File: src/design/fccm_pkg.sv
// fccm_pkg: shared constants, payload structs and controller/datapath command types
// for the fat cluster chain manager. No dependencies.
`timescale 1ns / 1ps
`default_nettype none

package fccm_pkg;

   // table geometry
   localparam int TABLE_ENTRIES = 4096;
   localparam int TABLE_AW      = $clog2(TABLE_ENTRIES);
   localparam int SECTOR_BYTES  = 512;
   localparam int SECTOR_SHIFT  = $clog2(SECTOR_BYTES);

   // field widths
   localparam int KIND_W    = 2;
   localparam int STATUS_W  = 2;
   localparam int CLUSTER_W = 16;
   localparam int LBA_W     = 32;
   localparam int SIZE_W    = 32;
   localparam int CC_W      = 12;
   localparam int SHIFT_W   = 3;
   localparam int LIMIT_W   = CLUSTER_W + 1;
   localparam int COUNT_W   = TABLE_AW + 1;
   localparam int NEED_W    = SIZE_W - SECTOR_SHIFT + 1;

   // configuration port
   localparam int CSR_IDX_W  = 2;
   localparam int CSR_DATA_W = 32;
   localparam logic [CSR_IDX_W-1:0] CSR_CLUSTER_COUNT = 2'd0;
   localparam logic [CSR_IDX_W-1:0] CSR_CLUSTER_SHIFT = 2'd1;
   localparam logic [CSR_IDX_W-1:0] CSR_DATA_START    = 2'd2;

   // entry codes
   localparam logic [CLUSTER_W-1:0] ENTRY_FREE    = 16'h0000;
   localparam logic [CLUSTER_W-1:0] ENTRY_END_MIN = 16'hFFF8;
   localparam logic [CLUSTER_W-1:0] ENTRY_END     = 16'hFFFF;
   localparam logic [CLUSTER_W-1:0] FIRST_DATA_CL = 16'h0002;

   localparam logic [LIMIT_W-1:0] TABLE_LIMIT = LIMIT_W'(TABLE_ENTRIES);
   localparam logic [LIMIT_W-1:0] USABLE_MAX  = LIMIT_W'(TABLE_ENTRIES - 2);

   // request kinds
   localparam logic [KIND_W-1:0] KIND_READ  = 2'd0;
   localparam logic [KIND_W-1:0] KIND_WRITE = 2'd1;
   localparam logic [KIND_W-1:0] KIND_ALLOC = 2'd2;
   localparam logic [KIND_W-1:0] KIND_FREE  = 2'd3;

   // result status codes
   localparam logic [STATUS_W-1:0] ST_OK      = 2'd0;
   localparam logic [STATUS_W-1:0] ST_NOSPACE = 2'd1;
   localparam logic [STATUS_W-1:0] ST_RANGE   = 2'd2;

   typedef struct packed {
      logic [KIND_W-1:0]    kind;
      logic [CLUSTER_W-1:0] cluster;
      logic [CLUSTER_W-1:0] entry_value;
      logic [SIZE_W-1:0]    byte_size;
   } req_type;

   typedef struct packed {
      logic [STATUS_W-1:0]  status;
      logic [CLUSTER_W-1:0] value;
      logic [LBA_W-1:0]     sector_address;
   } rsp_type;

   // datapath micro-operations
   typedef enum logic [3:0] {
      OP_IDLE,
      OP_CLEAR,
      OP_LOAD,
      OP_READ_ENTRY,
      OP_WRITE_ENTRY,
      OP_PTR_READ,
      OP_FREE_CLEAR,
      OP_SCAN_START,
      OP_SCAN_NEXT,
      OP_LINK,
      OP_MARK,
      OP_UNWIND
   } dp_op_type;

   typedef enum logic [1:0] {
      VAL_ZERO,
      VAL_RDATA,
      VAL_FIRST
   } val_sel_type;

   typedef enum logic [1:0] {
      ADDR_ZERO,
      ADDR_REQ,
      ADDR_FIRST
   } addr_sel_type;

   typedef struct packed {
      logic [STATUS_W-1:0] status;
      val_sel_type         val_sel;
      addr_sel_type        addr_sel;
   } fin_type;

   typedef struct packed {
      dp_op_type op;
      logic      fin;
      fin_type   res;
   } dp_cmd_type;

   typedef struct packed {
      logic [KIND_W-1:0] kind;
      logic              clr_last;
      logic              cl_in_table;
      logic              ptr_is_stop;
      logic              ptr_in_table;
      logic              scan_end;
      logic              entry_free;
      logic              first_zero;
      logic              need_zero;
      logic              alloc_last;
   } dp_sts_type;

endpackage

`default_nettype wire

File: src/design/fccm_ctrl.sv
// fccm_ctrl: request sequencer for read, write, allocate and free, plus the
// table clearing pass after reset and the result handshake. Depends on fccm_pkg.
`timescale 1ns / 1ps
`default_nettype none

module fccm_ctrl (
   input  wire                   clock,
   input  wire                   reset,
   input  wire                   req_valid,
   output logic                  req_ready,
   output logic                  rsp_valid,
   input  wire                   rsp_ready,
   input  fccm_pkg::dp_sts_type  sts,
   output fccm_pkg::dp_cmd_type  cmd
);
   import fccm_pkg::*;

   typedef enum logic [3:0] {
      S_CLEAR,
      S_IDLE,
      S_DISPATCH,
      S_READ_DATA,
      S_FREE_CHECK,
      S_FREE_CLEAR,
      S_SCAN_CHECK,
      S_SCAN_TEST,
      S_MARK,
      S_FINISH
   } state_type;

   state_type state_ff, state_in;
   logic      cleanup_ff, cleanup_in;
   fin_type   fin_ff, fin_in;
   logic      rsp_valid_ff, rsp_valid_in;
   logic      slot_free;

   assign slot_free = !rsp_valid_ff || rsp_ready;

   // next state and datapath commands
   always_comb begin
      state_in     = state_ff;
      cleanup_in   = cleanup_ff;
      fin_in       = fin_ff;
      rsp_valid_in = rsp_valid_ff && !rsp_ready;
      cmd.op       = OP_IDLE;
      cmd.fin      = 1'b0;
      cmd.res      = fin_ff;
      case (state_ff)
         S_CLEAR: begin
            cmd.op = OP_CLEAR;
            if (sts.clr_last) begin
               state_in = S_IDLE;
            end
         end
         S_IDLE: begin
            if (req_valid) begin
               cmd.op   = OP_LOAD;
               state_in = S_DISPATCH;
            end
         end
         S_DISPATCH: begin
            case (sts.kind)
               KIND_READ: begin
                  if (!sts.cl_in_table) begin
                     fin_in   = '{ST_RANGE, VAL_ZERO, ADDR_REQ};
                     state_in = S_FINISH;
                  end else begin
                     cmd.op   = OP_READ_ENTRY;
                     state_in = S_READ_DATA;
                  end
               end
               KIND_WRITE: begin
                  if (!sts.cl_in_table) begin
                     fin_in = '{ST_RANGE, VAL_ZERO, ADDR_REQ};
                  end else begin
                     cmd.op = OP_WRITE_ENTRY;
                     fin_in = '{ST_OK, VAL_ZERO, ADDR_REQ};
                  end
                  state_in = S_FINISH;
               end
               KIND_ALLOC: begin
                  if (sts.need_zero) begin
                     fin_in   = '{ST_OK, VAL_ZERO, ADDR_ZERO};
                     state_in = S_FINISH;
                  end else begin
                     cmd.op   = OP_SCAN_START;
                     state_in = S_SCAN_CHECK;
                  end
               end
               KIND_FREE: begin
                  cleanup_in = 1'b0;
                  state_in   = S_FREE_CHECK;
               end
               default: state_in = S_IDLE;
            endcase
         end
         S_READ_DATA: begin
            fin_in   = '{ST_OK, VAL_RDATA, ADDR_REQ};
            state_in = S_FINISH;
         end
         // chain walk: stop at free or end mark, flag links leaving the table
         S_FREE_CHECK: begin
            if (sts.ptr_is_stop || !sts.ptr_in_table) begin
               if (cleanup_ff) begin
                  fin_in = '{ST_NOSPACE, VAL_ZERO, ADDR_ZERO};
               end else if (sts.ptr_is_stop) begin
                  fin_in = '{ST_OK, VAL_ZERO, ADDR_REQ};
               end else begin
                  fin_in = '{ST_RANGE, VAL_ZERO, ADDR_REQ};
               end
               state_in = S_FINISH;
            end else begin
               cmd.op   = OP_PTR_READ;
               state_in = S_FREE_CLEAR;
            end
         end
         S_FREE_CLEAR: begin
            cmd.op   = OP_FREE_CLEAR;
            state_in = S_FREE_CHECK;
         end
         // free cluster search; out of space unwinds the partial chain
         S_SCAN_CHECK: begin
            if (sts.scan_end) begin
               if (sts.first_zero) begin
                  fin_in   = '{ST_NOSPACE, VAL_ZERO, ADDR_ZERO};
                  state_in = S_FINISH;
               end else begin
                  cmd.op     = OP_UNWIND;
                  cleanup_in = 1'b1;
                  state_in   = S_FREE_CHECK;
               end
            end else begin
               cmd.op   = OP_PTR_READ;
               state_in = S_SCAN_TEST;
            end
         end
         S_SCAN_TEST: begin
            if (sts.entry_free) begin
               cmd.op   = OP_LINK;
               state_in = S_MARK;
            end else begin
               cmd.op   = OP_SCAN_NEXT;
               state_in = S_SCAN_CHECK;
            end
         end
         S_MARK: begin
            cmd.op = OP_MARK;
            if (sts.alloc_last) begin
               fin_in   = '{ST_OK, VAL_FIRST, ADDR_FIRST};
               state_in = S_FINISH;
            end else begin
               state_in = S_SCAN_CHECK;
            end
         end
         // load the result register once the previous beat is gone
         S_FINISH: begin
            if (slot_free) begin
               cmd.fin      = 1'b1;
               rsp_valid_in = 1'b1;
               state_in     = S_IDLE;
            end
         end
         default: state_in = S_IDLE;
      endcase
   end

   // state and registered outputs
   always_ff @(posedge clock) begin
      if (reset) begin
         state_ff     <= S_CLEAR;
         cleanup_ff   <= 1'b0;
         fin_ff       <= '{ST_OK, VAL_ZERO, ADDR_ZERO};
         rsp_valid_ff <= 1'b0;
      end else begin
         state_ff     <= state_in;
         cleanup_ff   <= cleanup_in;
         fin_ff       <= fin_in;
         rsp_valid_ff <= rsp_valid_in;
      end
   end

   assign req_ready = (state_ff == S_IDLE);
   assign rsp_valid = rsp_valid_ff;

endmodule

`default_nettype wire

File: config.mk
export PLATFORM = sky130hd
export DESIGN_NAME = fccm_ctrl
export DESIGN_NICKNAME = d
export VERILOG_FILES = /design/src/design/fccm_pkg.sv /design/src/design/fccm_ctrl.sv
export SDC_FILE = /design/constraint.sdc
export NUM_CORES = 1
export LEC_CHECK = 0
export BUFFER_PORTS_ARGS = -buffer_cell sky130_fd_sc_hd__clkbuf_2
export CORE_AREA = 4 4 50 52
export DETAILED_ROUTE_END_ITERATION = 8
export DIE_AREA = 0 0 54 56
export PLACE_DENSITY = 0.76
export SETUP_SLACK_MARGIN = 0.05
export SYNTH_ARGS = -nofsm -noshare
export SYNTH_HDL_FRONTEND = slang
export SYNTH_SLANG_ARGS = --single-unit
export TNS_END_PERCENT = 100
File: constraint.sdc
create_clock -name clock -period 2.7 [get_ports clock]
set_input_delay 0.81 -clock clock [delete_from_list [all_inputs] [get_ports clock]]
set_output_delay 0.81 -clock clock [all_outputs]
set_load 0.02 [all_outputs]
Word level (Yosys, flattened, before mapping)
Index checks and enable logic that the tools add are counted.

Register bits: 12. Input port bits: 15. Output and inout bits: 13. Logic and storage cells: 84.

Equality and inequality tests: 24. Multiplexer cells: 41. Reductions and logical operators: 13.

Operators with widths (count): $mux W6 (9); $mux W4 (12); $pmux W4 S10 (1); $pmux W4 S8 (1); $pmux W6 S5 (1); $pmux W6 S3 (1); $eq A4 B3 Y1 const B (4); $ne A2 B2 Y1 const B (8); $pmux W4 S4 (1); $mux W3 (3); $pmux W3 S3 (1); $eq A4 B2 Y1 const B (2); $eq A4 B4 Y1 const B (2); $mux W1 (8); $reduce_and A8 Y1 (1); $ne A3 B3 Y1 const B (2); $reduce_bool A5 Y1 (1); $eq A2 B2 Y1 const B (2); $eq A4 B1 Y1 const B (1); $logic_not A4 Y1 (1); $mux W2 (2); $ne A4 B2 Y1 const B (1); $reduce_and A4 Y1 (1); $logic_not A1 Y1 (3); other kinds (8) (9).

Logic depth before layout (Yosys ltp)
Depth after elaboration: 4. Depth in mapped cells: 7. Mapped depth without buffers: 7.

Least setup slack after synthesis
OpenSTA, ideal clock, no wires.

Kind: input to output. From: input port sts[9] (netlist name). To: output port cmd[9] (netlist name). Data arrival time: 2145 ps. Data required time: 1890 ps. Slack: -255 ps. Stages on the path: 5. Cells stage by stage: inv_1 > ha_1 > nor2b_1 > a21oi_1 > o311ai_0.

RTL lines: start, declared (line fccm_ctrl.sv:13) `input fccm_pkg::dp_sts_type sts,`; end, declared (line fccm_ctrl.sv:14) `output fccm_pkg::dp_cmd_type cmd`.

==> flow_metrics.tcl <==
set metrics [dict create \
    outcome "complete, no violations" \
    ys_ff_latch 11 \
    tightest_slew_ps 426.4 \
    grt_use_total_pct 22.72 \
    num_vias 1268 \
    min_period_ps 2598 \
    nets 200 \
    cts_sinks 11 \
    worst-setup-path-type "in2out" \
    finalInstanceArea_um2 1409 \
    htreeDepth 1 \
    critPathCaptureType "output pin" \
    required_ps 1890 \
    yosys_most_used_dff "dfxtp_1" \
    grt_pass1_vias 1146 \
    path_clk_slew_ps 70 \
    die_w_um 54 \
    period_share_pct 96.22 \
    cts_hold_buf 0 \
    yosysMostFrequentCell "a21oi_1" \
    slew_headroom_pct 71.47 \
    ios 28 \
    yosysTopAreaCellShare_pct 21.67 \
    cts_buffers 3 \
    clockBufferDepth 2 \
    cp_data_arrival_time_ps 1790 \
    detail-route-antenna-nets 0 \
    finalHoldViolCount 0 \
    drv_cap 0 \
    mappedNetlistNets 161 \
    route.met2.wl_mm 1.739 \
    synth_warnings 0 \
    cts_tree "built" \
    wire_per_inst_um 15.87 \
    initial_core_util_pct 48.25 \
    drt_drc_violations_left 0 \
    yosys.area.top_type "dfxtp_1" \
    hold_class "reg2reg" \
    dpl_cell_area_um2 1250 \
    syn_area_per_cell_um2 7.155 \
    wl_mm 3.301 \
    synth_cell_type_count 45 \
    gp_congestion 0.9170 \
    met1_length_mm 1.208 \
    fin_skew_ps 14.69 \
    max_freq_ghz 0.3849 \
    netlist_instances 142 \
    power_leakage_nw 0.5518 \
    drive_gt1_share_pct 35.56 \
    diodes 0 \
    tns_ps 0 \
    yosys-top-cells-count "a21oi_1, o21ai_0, dfxtp_1, nor2b_1, nor2_1" \
    die_area_um2 3024 \
    clock_latency_ps 280 \
    dr.pass1.iters 4 \
    synth-edff-count 0 \
    antenna_found_initial 0 \
    top_layer "met4" \
    core_um2 2106 \
    met3_length_um 264 \
    post-dp-hpwl_mm 2.398 \
    dr.first_iter.drc_count 91 \
    fp-row-count 17 \
    yosys-top-cells-area "dfxtp_1, a21oi_1, nor2b_1" \
    grt_overflow 0 \
    critical_path.max_fanout 3 \
    grt_first_pass_wirelength_mm 5.168 \
    area_growth_pct 38.67 \
    grt_start_max_net_pins 21 \
    die_h_um 56 \
    filler_cell_count 180 \
    port_buffers 27 \
    power_density_nw_per_um2 317.2 \
    root_buffer "clkbuf_4" \
    start_kind "input pin" \
    synth_async_sr_flop_share_pct 0 \
    finalSetupViolCount 0 \
    peakVddDrop_v 0.0002537 \
    vias_per_cell 6.096 \
    rsz0062_at_grt "true" \
    syn-cell-area_um2 1016 \
    drv_slew 0 \
    ys_seq_area_share_pct 21.67 \
]
==> critical path: stages <==
cell and delay (ps):
buf_8 110, inv_6 60, ha_4 160, nor2b_4 170, a21oi_2 50, o311ai_2 250
buf_4 190
==> cell families after synthesis <==
family	Yosys count	share of synthesized area, %
AO/OA/AOI/OAI	54	33.25
adder cells (fa/ha/maj)	4	4.926
buffers and inverters	15	7.388
flip-flops	11	21.67
multiplexers	1	0.9853
AND/OR/NAND/NOR	57	31.78
==> metrics by stage <==
stage	hold WS (ps)	util, %	worst slack [ps]	std cells	power [W]
detailed placement	469.4	59.36	-89.51	202	0.0003063
finish	476.8	66.90	101.9	208	0.0004469
floorplan	513.7	-	125.2	142	0.0002576
global placement	459.4	59.36	-28.69	202	0.0003034
global route	503.1	66.90	36.32	208	0.0004743
CTS	481.9	63.28	44.30	207	0.0004356
==> power breakdown <==
part           total, W  internal (W)  switching, W
logic          0.000158     0.0000679     0.0000897
registers      0.000169      0.000166    0.00000206
clock network  0.000121     0.0000573     0.0000634
total          0.000447      0.000292      0.000155
==> registers in the layout, summed over array words and instances, names as in the netlist <==
register	count
state_ff	4
cleanup_ff	1
cmd	5
rsp_valid	1
==> final cells by class <==
class	instances	area, um^2	area share (%)
timing repair buffer	44	284.0	20.16
clock buffer	4	26.28	1.865
tap	28	35.03	2.487
inverter	5	26.28	1.865
multi-input combinational	116	817.0	57.99
sequential	11	220.2	15.63
==> final timing paths <==
check,startpoint,endpoint,slack [ps],cells past startpoint
worst max-delay path,sts[9],cmd[9],100,7
worst max register to register,state_ff[2],cmd[5],840,5
worst min register to register,cmd[4],cmd[4],480,2
worst min-delay path,cmd[4],cmd[4],480,2
==> cells in the final DEF (no fill, tap or decap), types with 3 or more instances in the layout <==
cell type	instances
a31oi_1	3
nand3_1	4
clkbuf_4	3
o22ai_1	3
nand2_1	7
ha_4	3
nor3_1	3
o21ai_0	11
dfxtp_1	11
a21oi_1	17
or3_1	3
inv_1	3
clkbuf_2	22
nor2b_1	9
nand2b_1	5
nor2_1	9
buf_4	19
==> routing by layer <==
layer	vias up	global-route usage (%)
met4	0	9.609
met2	68	37.89
met5	-	0
li1	608	-
met1	581	27.71
met3	11	3.753
==> what timing repair did <==
item | 4_1_cts | 5_1_grt
pin swaps | 2 | 4
setup endpoints to repair | 3 | 3
gates resized for setup | 14 | 23
setup buffers | 1 | 1
gates cloned | 0 | 0
Note: power is estimated with default switching activity, not from simulation.
